==> config.mk <==
export PLATFORM = sky130hd
export DESIGN_NAME = periodic_timer_bank_core
export DESIGN_NICKNAME = d
export VERILOG_FILES = /design/src/rtl/ptb_pkg.sv /design/src/rtl/periodic_timer_bank_core.sv
export SDC_FILE = /design/constraint.sdc
export NUM_CORES = 1
export LEC_CHECK = 0
export BUFFER_PORTS_ARGS = -buffer_cell sky130_fd_sc_hd__buf_2
export CORE_MARGIN = 10
export CORE_UTILIZATION = 61
export DETAILED_ROUTE_END_ITERATION = 10
export GPL_TIMING_DRIVEN = 0
export PLACE_DENSITY = 0.84
export RECOVER_POWER = 100
export SYNTH_ARGS = -nofsm -noshare
export SYNTH_HDL_FRONTEND = slang
export SYNTH_SLANG_ARGS = --single-unit
==> constraint.sdc <==
create_clock -name clk -period 4.29 [get_ports clk]
set_input_delay 0.429 -clock clk [delete_from_list [all_inputs] [get_ports clk]]
set_output_delay 0.429 -clock clk [all_outputs]
set_load 0.005 [all_outputs]
==> src/rtl/ptb_pkg.sv <==
// ----------------------------------------------------------------------------
// ptb_pkg
// Shared types and constants for the periodic timer bank: slot count, counter
// width, action and status codes, and the sequencer state type.
// ----------------------------------------------------------------------------
package ptb_pkg;

	// Bank geometry.
	localparam int TIMER_SLOTS = 4;
	localparam int COUNT_BITS  = 16;
	localparam int IDX_W       = (TIMER_SLOTS > 1) ? $clog2(TIMER_SLOTS) : 1;

	// Fixed field widths of the ports.
	localparam int ACTION_W = 3;
	localparam int SLOT_W   = 2;
	localparam int FREQ_W   = 16;
	localparam int RATE_W   = 16;
	localparam int STATUS_W = 2;
	localparam int FIRE_W   = 4;

	// Divider step counter width (one quotient bit per cycle).
	localparam int DIV_CNT_W = $clog2(FREQ_W);

	localparam logic [RATE_W-1:0]     TICK_RATE_RESET = 16'd100;
	localparam logic [COUNT_BITS-1:0] COUNT_MASK      = '1;

	// Actions carried by an input transaction.
	typedef enum logic [ACTION_W-1:0] {
		ACT_TICK     = 3'd0,
		ACT_ADD      = 3'd1,
		ACT_DELETE   = 3'd2,
		ACT_SET_FREQ = 3'd3,
		ACT_ENABLE   = 3'd4,
		ACT_DISABLE  = 3'd5,
		ACT_RESTART  = 3'd6,
		ACT_NONE     = 3'd7
	} action_t;

	// Result status codes.
	typedef enum logic [STATUS_W-1:0] {
		STAT_OK        = 2'd0,
		STAT_FULL      = 2'd1,
		STAT_ZERO_FREQ = 2'd2
	} status_t;

	// Sequencer states.
	typedef enum logic [2:0] {
		S_IDLE,
		S_APPLY,
		S_DIV,
		S_TICK,
		S_FINISH
	} ctl_state_t;

endpackage

==> src/rtl/periodic_timer_bank_core.sv <==
// ----------------------------------------------------------------------------
// periodic_timer_bank_core
// Bank of periodic reload timers driven by one action per input transaction.
// ----------------------------------------------------------------------------
// Usage:
// An input transaction (in_valid/in_ready) carries an action, a slot, a
// frequency and a start-enabled bit. Each one produces exactly one output
// transaction (out_valid/out_ready) with a status, the granted slot and the
// mask of slots that fired on a tick. The tick_rate register is written over
// the cfg_valid/cfg_ready/cfg_data channel, which is always ready.
// From acceptance, a rejected add or set frequency goes straight to the
// finish state; delete, enable, disable, restart and the unused action pass
// through the apply state first; a tick walks the slots one per cycle through
// a shared decrement path; and add and set frequency run a restoring divider
// that produces one quotient bit per cycle. in_ready is high only while the
// sequencer is idle, so one transaction is in work at a time.
// The result sits in an output register, so the next transaction is taken
// while a result still waits; if the receiver stalls and the output register
// is full, the sequencer holds its finished result until the register frees.
// Reset clears all allocated and enabled marks and sets tick_rate to 100.
// ----------------------------------------------------------------------------
module periodic_timer_bank_core (
	input  logic                                clk,
	input  logic                                arst_n,
	// Configuration channel.
	input  logic                                cfg_valid,
	output logic                                cfg_ready,
	input  logic [ptb_pkg::RATE_W-1:0]          cfg_data,
	// Input channel.
	input  logic                                in_valid,
	output logic                                in_ready,
	input  logic [ptb_pkg::ACTION_W-1:0]        action,
	input  logic [ptb_pkg::SLOT_W-1:0]          slot,
	input  logic [ptb_pkg::FREQ_W-1:0]          frequency,
	input  logic                                start_enabled,
	// Output channel.
	output logic                                out_valid,
	input  logic                                out_ready,
	output logic [ptb_pkg::STATUS_W-1:0]        status,
	output logic [ptb_pkg::SLOT_W-1:0]          granted_slot,
	output logic [ptb_pkg::FIRE_W-1:0]          fire_mask
);

	// Sequencer state.
	ptb_pkg::ctl_state_t state_q, state_d;

	// Configuration register.
	logic [ptb_pkg::RATE_W-1:0] tick_rate_q;

	// Slot storage.
	logic [ptb_pkg::TIMER_SLOTS-1:0] alloc_q;
	logic [ptb_pkg::TIMER_SLOTS-1:0] enab_q;
	logic [ptb_pkg::COUNT_BITS-1:0]  countdown_q [ptb_pkg::TIMER_SLOTS];
	logic [ptb_pkg::COUNT_BITS-1:0]  reload_q    [ptb_pkg::TIMER_SLOTS];

	// Working registers of the transaction in progress.
	ptb_pkg::action_t                action_q;
	logic [ptb_pkg::FREQ_W-1:0]      freq_q;
	logic                            start_q;
	logic                            slot_ok_q;
	logic [ptb_pkg::IDX_W-1:0]       idx_q;
	ptb_pkg::status_t                res_status_q;
	logic [ptb_pkg::SLOT_W-1:0]      res_grant_q;
	logic [ptb_pkg::TIMER_SLOTS-1:0] res_fire_q;

	// Divider registers.
	logic [ptb_pkg::FREQ_W:0]         rem_q;
	logic [ptb_pkg::FREQ_W-1:0]       quo_q;
	logic [ptb_pkg::DIV_CNT_W-1:0]    div_cnt_q;

	// Output register.
	logic                            out_valid_q;
	ptb_pkg::status_t                status_q;
	logic [ptb_pkg::SLOT_W-1:0]      granted_q;
	logic [ptb_pkg::FIRE_W-1:0]      fire_q;

	// Combinational helpers.
	logic                            in_fire;
	logic                            out_load;
	logic                            any_free;
	logic [ptb_pkg::IDX_W-1:0]       free_idx;
	logic                            in_slot_ok;
	logic [ptb_pkg::IDX_W-1:0]       cap_idx;
	ptb_pkg::status_t                cap_status;
	logic [ptb_pkg::SLOT_W-1:0]      cap_grant;
	logic [ptb_pkg::FREQ_W:0]        trial;
	logic                            trial_ge;
	logic [ptb_pkg::FREQ_W-1:0]      quo_next;
	logic [31:0]                     quo_wide;
	logic [ptb_pkg::COUNT_BITS-1:0]  period;
	logic [ptb_pkg::COUNT_BITS-1:0]  cd_rd;
	logic [ptb_pkg::COUNT_BITS-1:0]  rl_rd;
	logic                            last_slot;
	logic                            div_last;

	assign cfg_ready = 1'b1;
	assign in_ready  = (state_q == ptb_pkg::S_IDLE);
	assign in_fire   = in_valid && in_ready;
	assign out_load  = (state_q == ptb_pkg::S_FINISH) && (!out_valid_q || out_ready);

	assign in_slot_ok = (32'(slot) < ptb_pkg::TIMER_SLOTS);

	// Lowest free slot, searched over the allocated marks.
	always_comb begin
		any_free = 1'b0;
		free_idx = '0;
		for (int i = ptb_pkg::TIMER_SLOTS - 1; i >= 0; i--) begin
			if (!alloc_q[i]) begin
				any_free = 1'b1;
				free_idx = ptb_pkg::IDX_W'(i);
			end
		end
	end

	// Working index, status and granted slot of an incoming transaction.
	always_comb begin
		cap_idx    = slot[ptb_pkg::IDX_W-1:0];
		cap_status = ptb_pkg::STAT_OK;
		cap_grant  = '0;
		case (ptb_pkg::action_t'(action))
			ptb_pkg::ACT_TICK: begin
				cap_idx = '0;
			end
			ptb_pkg::ACT_ADD: begin
				if (frequency == '0) begin
					cap_status = ptb_pkg::STAT_ZERO_FREQ;
				end else if (!any_free) begin
					cap_status = ptb_pkg::STAT_FULL;
				end else begin
					cap_idx   = free_idx;
					cap_grant = ptb_pkg::SLOT_W'(free_idx);
				end
			end
			ptb_pkg::ACT_SET_FREQ: begin
				if (frequency == '0) begin
					cap_status = ptb_pkg::STAT_ZERO_FREQ;
				end
			end
			default: ;
		endcase
	end

	// One restoring division step: shift in the next dividend bit, subtract if it fits.
	assign trial    = {rem_q[ptb_pkg::FREQ_W-1:0], quo_q[ptb_pkg::FREQ_W-1]};
	assign trial_ge = (trial >= {1'b0, freq_q});
	assign quo_next = {quo_q[ptb_pkg::FREQ_W-2:0], trial_ge};
	assign div_last = (div_cnt_q == ptb_pkg::DIV_CNT_W'(ptb_pkg::FREQ_W - 1));

	// Saturate the quotient to the counter width.
	assign quo_wide = 32'(quo_next);
	assign period   = (quo_wide > 32'(ptb_pkg::COUNT_MASK)) ? ptb_pkg::COUNT_MASK
	                                                        : ptb_pkg::COUNT_BITS'(quo_wide);

	// Slot storage is read at the single working index.
	assign cd_rd     = countdown_q[idx_q];
	assign rl_rd     = reload_q[idx_q];
	assign last_slot = (idx_q == ptb_pkg::IDX_W'(ptb_pkg::TIMER_SLOTS - 1));

	// State register.
	always_ff @(posedge clk or negedge arst_n) begin
		if (!arst_n) begin
			state_q <= ptb_pkg::S_IDLE;
		end else begin
			state_q <= state_d;
		end
	end

	// Next-state logic.
	always_comb begin
		state_d = state_q;
		case (state_q)
			ptb_pkg::S_IDLE: begin
				if (in_fire) begin
					case (ptb_pkg::action_t'(action))
						ptb_pkg::ACT_TICK: begin
							state_d = ptb_pkg::S_TICK;
						end
						ptb_pkg::ACT_ADD: begin
							if (frequency == '0 || !any_free) begin
								state_d = ptb_pkg::S_FINISH;
							end else begin
								state_d = ptb_pkg::S_DIV;
							end
						end
						ptb_pkg::ACT_SET_FREQ: begin
							if (frequency == '0 || !in_slot_ok) begin
								state_d = ptb_pkg::S_FINISH;
							end else begin
								state_d = ptb_pkg::S_DIV;
							end
						end
						default: begin
							state_d = ptb_pkg::S_APPLY;
						end
					endcase
				end
			end
			ptb_pkg::S_APPLY: begin
				state_d = ptb_pkg::S_FINISH;
			end
			ptb_pkg::S_DIV: begin
				if (div_last) begin
					state_d = ptb_pkg::S_FINISH;
				end
			end
			ptb_pkg::S_TICK: begin
				if (last_slot) begin
					state_d = ptb_pkg::S_FINISH;
				end
			end
			ptb_pkg::S_FINISH: begin
				if (out_load) begin
					state_d = ptb_pkg::S_IDLE;
				end
			end
			default: begin
				state_d = ptb_pkg::S_IDLE;
			end
		endcase
	end

	// Configuration register write.
	always_ff @(posedge clk or negedge arst_n) begin
		if (!arst_n) begin
			tick_rate_q <= ptb_pkg::TICK_RATE_RESET;
		end else if (cfg_valid && cfg_ready) begin
			tick_rate_q <= cfg_data;
		end
	end

	// Allocated and enabled marks.
	always_ff @(posedge clk or negedge arst_n) begin
		if (!arst_n) begin
			alloc_q <= '0;
			enab_q  <= '0;
		end else begin
			if (state_q == ptb_pkg::S_APPLY && slot_ok_q) begin
				case (action_q)
					ptb_pkg::ACT_DELETE:  alloc_q[idx_q] <= 1'b0;
					ptb_pkg::ACT_ENABLE:  enab_q[idx_q]  <= 1'b1;
					ptb_pkg::ACT_DISABLE: enab_q[idx_q]  <= 1'b0;
					default: ;
				endcase
			end
			if (state_q == ptb_pkg::S_DIV && div_last && action_q == ptb_pkg::ACT_ADD) begin
				alloc_q[idx_q] <= 1'b1;
				enab_q[idx_q]  <= start_q;
			end
		end
	end

	// Countdown and reload storage.
	always_ff @(posedge clk) begin
		if (state_q == ptb_pkg::S_DIV && div_last) begin
			reload_q[idx_q]    <= period;
			countdown_q[idx_q] <= period;
		end else if (state_q == ptb_pkg::S_APPLY && slot_ok_q
		             && action_q == ptb_pkg::ACT_RESTART) begin
			countdown_q[idx_q] <= rl_rd;
		end else if (state_q == ptb_pkg::S_TICK && alloc_q[idx_q] && enab_q[idx_q]) begin
			if (cd_rd != '0) begin
				countdown_q[idx_q] <= cd_rd - 1'b1;
			end else begin
				countdown_q[idx_q] <= rl_rd;
			end
		end
	end

	// Working registers: capture the transaction, run the divider and the slot walk.
	always_ff @(posedge clk or negedge arst_n) begin
		if (!arst_n) begin
			action_q     <= ptb_pkg::ACT_NONE;
			res_status_q <= ptb_pkg::STAT_OK;
			res_grant_q  <= '0;
			res_fire_q   <= '0;
			idx_q        <= '0;
			slot_ok_q    <= 1'b0;
			div_cnt_q    <= '0;
		end else begin
			case (state_q)
				ptb_pkg::S_IDLE: begin
					if (in_fire) begin
						action_q     <= ptb_pkg::action_t'(action);
						slot_ok_q    <= in_slot_ok;
						res_status_q <= cap_status;
						res_grant_q  <= cap_grant;
						res_fire_q   <= '0;
						div_cnt_q    <= '0;
						idx_q        <= cap_idx;
					end
				end
				ptb_pkg::S_DIV: begin
					div_cnt_q <= div_cnt_q + 1'b1;
				end
				ptb_pkg::S_TICK: begin
					if (alloc_q[idx_q] && enab_q[idx_q] && cd_rd == '0) begin
						res_fire_q[idx_q] <= 1'b1;
					end
					if (!last_slot) begin
						idx_q <= idx_q + 1'b1;
					end
				end
				default: ;
			endcase
		end
	end

	// Divider datapath and captured payload; no reset needed.
	always_ff @(posedge clk) begin
		if (in_fire) begin
			freq_q  <= frequency;
			start_q <= start_enabled;
			rem_q   <= '0;
			quo_q   <= tick_rate_q;
		end else if (state_q == ptb_pkg::S_DIV) begin
			rem_q <= trial_ge ? (trial - {1'b0, freq_q}) : trial;
			quo_q <= quo_next;
		end
	end

	// Output register; it frees when the receiver takes the transaction.
	always_ff @(posedge clk or negedge arst_n) begin
		if (!arst_n) begin
			out_valid_q <= 1'b0;
		end else if (out_load) begin
			out_valid_q <= 1'b1;
		end else if (out_ready) begin
			out_valid_q <= 1'b0;
		end
	end

	always_ff @(posedge clk) begin
		if (out_load) begin
			status_q  <= res_status_q;
			granted_q <= res_grant_q;
			fire_q    <= ptb_pkg::FIRE_W'(res_fire_q);
		end
	end

	assign out_valid    = out_valid_q;
	assign status       = status_q;
	assign granted_slot = granted_q;
	assign fire_mask    = fire_q;

endmodule

==> flow_summary.json, run 1 <==
{
  "clk_latency_ps": 520,
  "clock_path_buffers": 3,
  "skew_ps": 21.5,
  "drt-total-wl_um": 21500,
  "grt_pass1_vias": 6757,
  "crit_top_cell": "clkbuf_2",
  "p_per_area_nw_per_um2": 656,
  "timing.rr.start": "idx_q[1]",
  "cts.htree.levels": 1,
  "worstPathRequired_ps": 4550,
  "grt_max_degree": 47,
  "final_cells": 1094,
  "r2r_slack_ps": 410,
  "max_cap_viol_count": 1,
  "worst_pin_slew_ps": 2560,
  "synthTopCellsByArea": "edfxtp_1 49%, dfrtp_1 9.6%, mux4_2 6.9%",
  "dieArea_um2": 22800,
  "diodes": 0,
  "fmax_mhz": 258,
  "synth_nets": 847,
  "cp_num_buf_inv": 4,
  "final_layout_size_suffix_gt1_frac": 0.156,
  "cts_root_buf": "clkbuf_16",
  "dp_hpwl_um": 14900,
  "holdCritStartpoint": "start_enabled",
  "slew_violations": 47,
  "cts_inserted_buffers": 23,
  "worstSetupPathType": "reg -> reg",
  "crit_path_end_kind": "register",
  "syn_inst": 781,
  "setup_viol_count_final": 0,
  "status": "finished with violations",
  "hp-class": "in -> reg",
  "grt_setup_unrepaired": "false",
  "slew_headroom": -0.708,
  "reg2regPathDepth": 11,
  "finalHoldViolCount": 0,
  "fin_util": 0.701,
  "start_kind": "register",
  "synthToLayoutAreaGrowth_pct": 12.0,
  "gp_congestion": 0.921,
  "antenna_found_initial": 0,
  "path_cells": "clkbuf_2 -> clkbuf_2 -> mux4_2 -> inv_1 -> ha_1 -> nor2b_1 -> nand3_1 -> or3_1 -> buf_6 -> and2_0 -> a221oi_1",
  "r2r_end": "countdown_q[2][13]",
  "syn_avg_cell_area_um2": 13.4,
  "die_w_um": 151,
  "multi_input_area_um2": 3620,
  "via_per_inst": 6.06,
  "ctsHoldBuffers": 0,
  "yosys.area.top_type_share": 0.486,
  "clkSinkCount": 231,
  "dr.pass1.iters": 6,
  "leakage_nw": 4.34,
  "power.total_w": 0.00768,
  "die_h_um": 151,
  "coreArea_um2": 16700,
  "holdPathEnd": "start_q",
  "initial_utilization": 0.626,
  "ys.flop_type": "edfxtp_1",
  "irDropWorstVdd_uv": 514,
  "yosysTopAreaCell": "edfxtp_1",
  "cts_tree": "built",
  "crit_arrival_ps": 4140,
  "fp-row-count": 47,
  "drtIter0Drc": 591,
  "whs_ps": 85.1,
  "critPathMaxStageDelay_ps": 480,
  "violations": "max-capacitance violations, max-slew violations",
  "seq_area_frac_synth": 0.627,
  "port_buffers": 51,
  "crit_family": "simple AND/OR/NAND/NOR gates",
  "min_path_cells": 1,
  "crit_fanout": 10,
  "seq_area_um2": 6550,
  "via_count": 6635,
  "io_pins": 54,
  "ys_ff_latch": 231,
  "globalRouteOverflowTotal": 0,
  "synth-async-reset-ratio": 0.199,
  "grt_pass1_wl_um": 34600,
  "grtUsageTotal": 0.190,
  "final_nets": 923,
  "ys_types": 68,
  "ys_warn_count": 0,
  "cp_num_cells": 11,
  "synth-edff-count": 169,
  "fillCellCount": 1136,
  "drc": 0,
  "wl_per_cell_um": 19.6,
  "min_period_ps": 3880,
  "cts.clk_slew.worst_paths_ps": 60,
  "period_share": 0.905,
  "place_inst": 1052,
  "slowest_stage": "a221oi_1",
  "netlist_area_um2": 10400,
  "ant_nets": 0
}
logic make-up (layout without fill, tap and decap cells):
group,count (synthesis),in the layout,synth area share
flops,231,231,0.627
simple gates,214,214,0.0976
compound gates,157,157,0.0965
mux,69,69,0.106
buf+inv,65,158,0.0261
fa+ha+maj,23,23,0.0283
xor+xnor,21,21,0.0176
other cells,1,1,0.000359
sequential cells by signal, summed over array words and instances (netlist names), 2 cells and up:
name and count:
action_q 3, alloc_q 4, countdown_q 64, div_cnt_q 4
enab_q 4, fire_mask 4, freq_q 16, granted_slot 2
idx_q 2, quo_q 16, reload_q 64, rem_q 16
res_fire_q 4, res_grant_q 2, res_status_q 2, state_q 3
status 2, tick_rate_q 16
layer usage:
metal | vias up | wire [um] | GRT usage
met2 | 229 | 10900 | 0.324
met5 | - | 0 | 0
met3 | 47 | 1250 | 0.0358
li1 | 3094 | - | -
met1 | 3265 | 8850 | 0.243
met4 | 0 | 515 | 0.0563
layout make-up:
type	count	share of cell area
clock buffer	37	0.0596
sequential	231	0.560
timing repair buffer	51	0.0198
tap	220	0.0235
clock inverter	5	0.00449
multi-input combinational	485	0.309
buffer	33	0.0130
inverter	32	0.0103
cell usage in the layout (no fill, tap or decap), drive strengths merged, types with 16 or more instances in the layout:
cell    instances
nand2         101
clkbuf         85
dfrtp          40
dfxtp          16
mux4           32
inv            33
buf            36
edfxtp        169
o21ai          44
ha             22
mux2           16
a21oi          41
mux2i          21
nor2           32
Yosys cell counts, drive strengths merged, types with 7 or more instances:
master  instances
dfxtp          16
ha             22
mux4           32
a211oi          8
buf             9
xnor2          12
nand2         101
xor2            9
a21oi          41
nor3            8
o21ai          44
nand4           8
clkbuf         24
edfxtp        169
o211ai          7
a21o            7
dfrtp          40
nor4            9
mux2i          21
inv            32
nand3          15
nor2           32
mux2           16
nor2b          14
power by group:
group	internal [W]	switching [W]	total, W
combinational	0.000977	0.00149	0.00246
clock	0.00117	0.000786	0.00196
sequential	0.00298	0.000281	0.00326
worst reg2reg max path, stage by stage (launching register included):
cell	delay (ps)
dfrtp_1	390
clkbuf_2	310
clkbuf_2	350
mux4_2	440
inv_1	90
ha_1	190
nor2b_1	370
nand3_1	150
or3_1	440
buf_6	170
and2_0	250
a221oi_1	480
through the flow:
step	worst slack [ps]	instance area, um2	TNS, ps
detailed placement	65.2	11000	0
CTS	13.6	11700	0
global route	149	11700	0
floorplan	1060	10400	0
global placement	-221	11000	-13570
finish	409	11700	0
what timing repair did:
action,CTS,global route
resized for setup,0,3
buffers inserted,0,0
setup endpoints to repair,0,128
how the worst max path moves through the flow:
stage | to | startpoint | slack (ps)
2_1_floorplan | countdown_q[0][0] | idx_q[1] | 1060
3_3_place_gp | countdown_q[0][4] | idx_q[1] | -220
3_5_place_dp | countdown_q[1][12] | idx_q[1] | 70
4_1_cts | countdown_q[2][14] | idx_q[1] | 10
5_1_grt | countdown_q[3][13] | idx_q[1] | 150
6_report | countdown_q[2][13] | idx_q[1] | 410
(Power assumes the default switching activity.)
==> run 2: changes to the inputs <==
CELL_PAD_IN_SITES_DETAIL_PLACEMENT = 1   (was not set)
CELL_PAD_IN_SITES_GLOBAL_PLACEMENT = 1   (was not set)
CORE_UTILIZATION = 51   (was 61)
PLACE_DENSITY = 0.85   (was 0.84)
==> run 2 against run 1 <==
The run still ends with max-capacitance violations, max-slew violations left. Via count rose by 2.8%. Register-to-register slack got worse by 100 ps. Critical path depth rose by 1. Fmax fell by 2.5%. Global-route usage rose by 0.57 points.
==> flow_summary.json, run 2 (synthesis gave the netlist of run 1 again) <==
{
  "skew_ps": 11.6,
  "clkSinkCount": 231,
  "die_w_um": 163,
  "grt_pass1_wl_um": 41600,
  "start_kind": "register",
  "layout_common_cells": "169 x edfxtp_1, 101 x nand2_1, 49 x clkbuf_1",
  "ant_nets": 0,
  "cts_tree": "built",
  "max_cap_viol_count": 2,
  "crit_arrival_ps": 4210,
  "gp_congestion": 0.807,
  "synthToLayoutAreaGrowth_pct": 13.4,
  "ctsHoldBuffers": 0,
  "wl_per_cell_um": 22.7,
  "power.total_w": 0.00805,
  "grt_pass1_vias": 7485,
  "cts.htree.levels": 1,
  "dr.pass1.iters": 4,
  "place_inst": 1102,
  "coreArea_um2": 20200,
  "p_per_area_nw_per_um2": 679,
  "worst_pin_slew_ps": 2710,
  "largest_registers": "countdown_q (64), reload_q (64)",
  "io_pins": 54,
  "setup_viol_count_final": 0,
  "leakage_nw": 4.38,
  "min_period_ps": 3980,
  "clk_latency_ps": 520,
  "slew_headroom": -0.807,
  "worstPathRequired_ps": 4520,
  "port_buffers": 51,
  "violations": "max-capacitance violations, max-slew violations",
  "final_layout_size_suffix_gt1_frac": 0.161,
  "finalHoldViolCount": 0,
  "grt_max_degree": 47,
  "final_nets": 924,
  "hp-class": "in -> reg",
  "cts.clk_slew.worst_paths_ps": 70,
  "irDropWorstVdd_uv": 434,
  "stdcell_area_um2": 11900,
  "cts_inserted_buffers": 24,
  "grt_setup_unrepaired": "false",
  "drtIter0Drc": 347,
  "fp-row-count": 52,
  "initial_utilization": 0.518,
  "clock_path_buffers": 3,
  "critPathMaxStageDelay_ps": 470,
  "drt-total-wl_um": 26000,
  "crit_path_end_kind": "register",
  "layout_commonest_cell": "edfxtp_1",
  "final_cells": 1146,
  "cts_root_buf": "clkbuf_16",
  "diodes": 0,
  "fillCellCount": 2045,
  "slew_violations": 47,
  "slowest_stage": "or3_1",
  "path_cells": "clkbuf_2 -> buf_2 -> mux4_2 -> inv_1 -> ha_1 -> nor2b_2 -> nand3_1 -> or3_1 -> buf_6 -> o21a_1 -> o22ai_1 -> a21oi_1",
  "status": "finished with violations",
  "die_h_um": 163,
  "grtUsageTotal": 0.196,
  "timing.final.ws_setup_ps": 309,
  "globalRouteOverflowTotal": 0,
  "drc": 0,
  "dieArea_um2": 26600,
  "fmax_mhz": 251,
  "period_share": 0.928,
  "worstSetupPathType": "reg -> reg",
  "crit_fanout": 10,
  "via_per_inst": 5.95,
  "via_count": 6822,
  "dp_hpwl_um": 17800,
  "antenna_found_initial": 0,
  "post-place-ws_ps": -154,
  "cts_setup_buffers": 0,
  "place_area_um2": 11100
}
==> run 2: cell count changes in the layout (fill, tap and decap cells not counted), sizes merged <==
cell,delta
clkbuf,-9
inv,-1
buf,-2
clkinv,+8
clkinvlp,+3
bufinv,+3
==> run 2: worst max-delay path, delay by kind of cell (launching register included) <==
| kind | cells | cell delay, ps |
|---|---|---|
| muxes | 1 | 440 |
| and+or+nand+nor | 3 | 920 |
| buffers and inverters | 4 | 960 |
| AOI/OAI and AO/OA | 3 | 720 |
| DFF | 1 | 460 |
| adders and majority gates | 1 | 190 |
==> run 2: power by group <==
group          internal (W)  switching, W
registers           0.00298      0.000305
clock network       0.00130      0.000872
logic              0.000984       0.00160
total               0.00527       0.00278
==> run 2: worst paths after layout <==
path | start | endpoint | slack (ps) | cells past startpoint
worst max-delay path | idx_q[1] | countdown_q[2][11] | 310 | 12
worst min-delay path | start_enabled | start_q | 90 | 1
worst max register to register | idx_q[1] | countdown_q[2][11] | 310 | 12
worst min register to register | res_grant_q[0] | granted_slot[0] | 460 | 0
max in group asynchronous | arst_n | tick_rate_q[4] | 1980 | 1
min in group asynchronous | arst_n | idx_q[1] | 770 | 1
==> run 2: routing by layer <==
| layer | GRT usage | vias up | routed length (um) |
|---|---|---|---|
| met2 | 0.349 | 160 | 13600 |
| met1 | 0.241 | 3505 | 10600 |
| met5 | 0 | - | 0 |
| met3 | 0.0362 | 45 | 1220 |
| met4 | 0.0439 | 0 | 523 |
| li1 | - | 3112 | - |
==> run 2: through the flow <==
step | hold WS [ps] | setup TNS (ps) | util
after detailed placement | 440 | -1550 | 0.548
final | 93.9 | 0 | 0.588
after CTS | 78.4 | 0 | 0.590
after global routing | 82.6 | 0 | 0.588
after global placement | 439 | -20380 | 0.547
after floorplan | 133 | 0 | -
==> run 2: area by class of cell <==
cell class	instances	area, um2	area share
Multi-Input combinational cell	485	3620	0.306
Clock buffer	26	628	0.0530
Inverter	32	120	0.0101
Timing Repair Buffer	51	228	0.0192
Buffer	33	153	0.0129
Tap cell	270	338	0.0285
Sequential cell	231	6550	0.553
Clock inverter	18	206	0.0174
==> run 2: timing repair <==
action,in CTS,in global routing
resized for setup,2,1
hold endpoints to repair,0,0
pin swaps,0,0
endpoints found under the setup margin,128,4
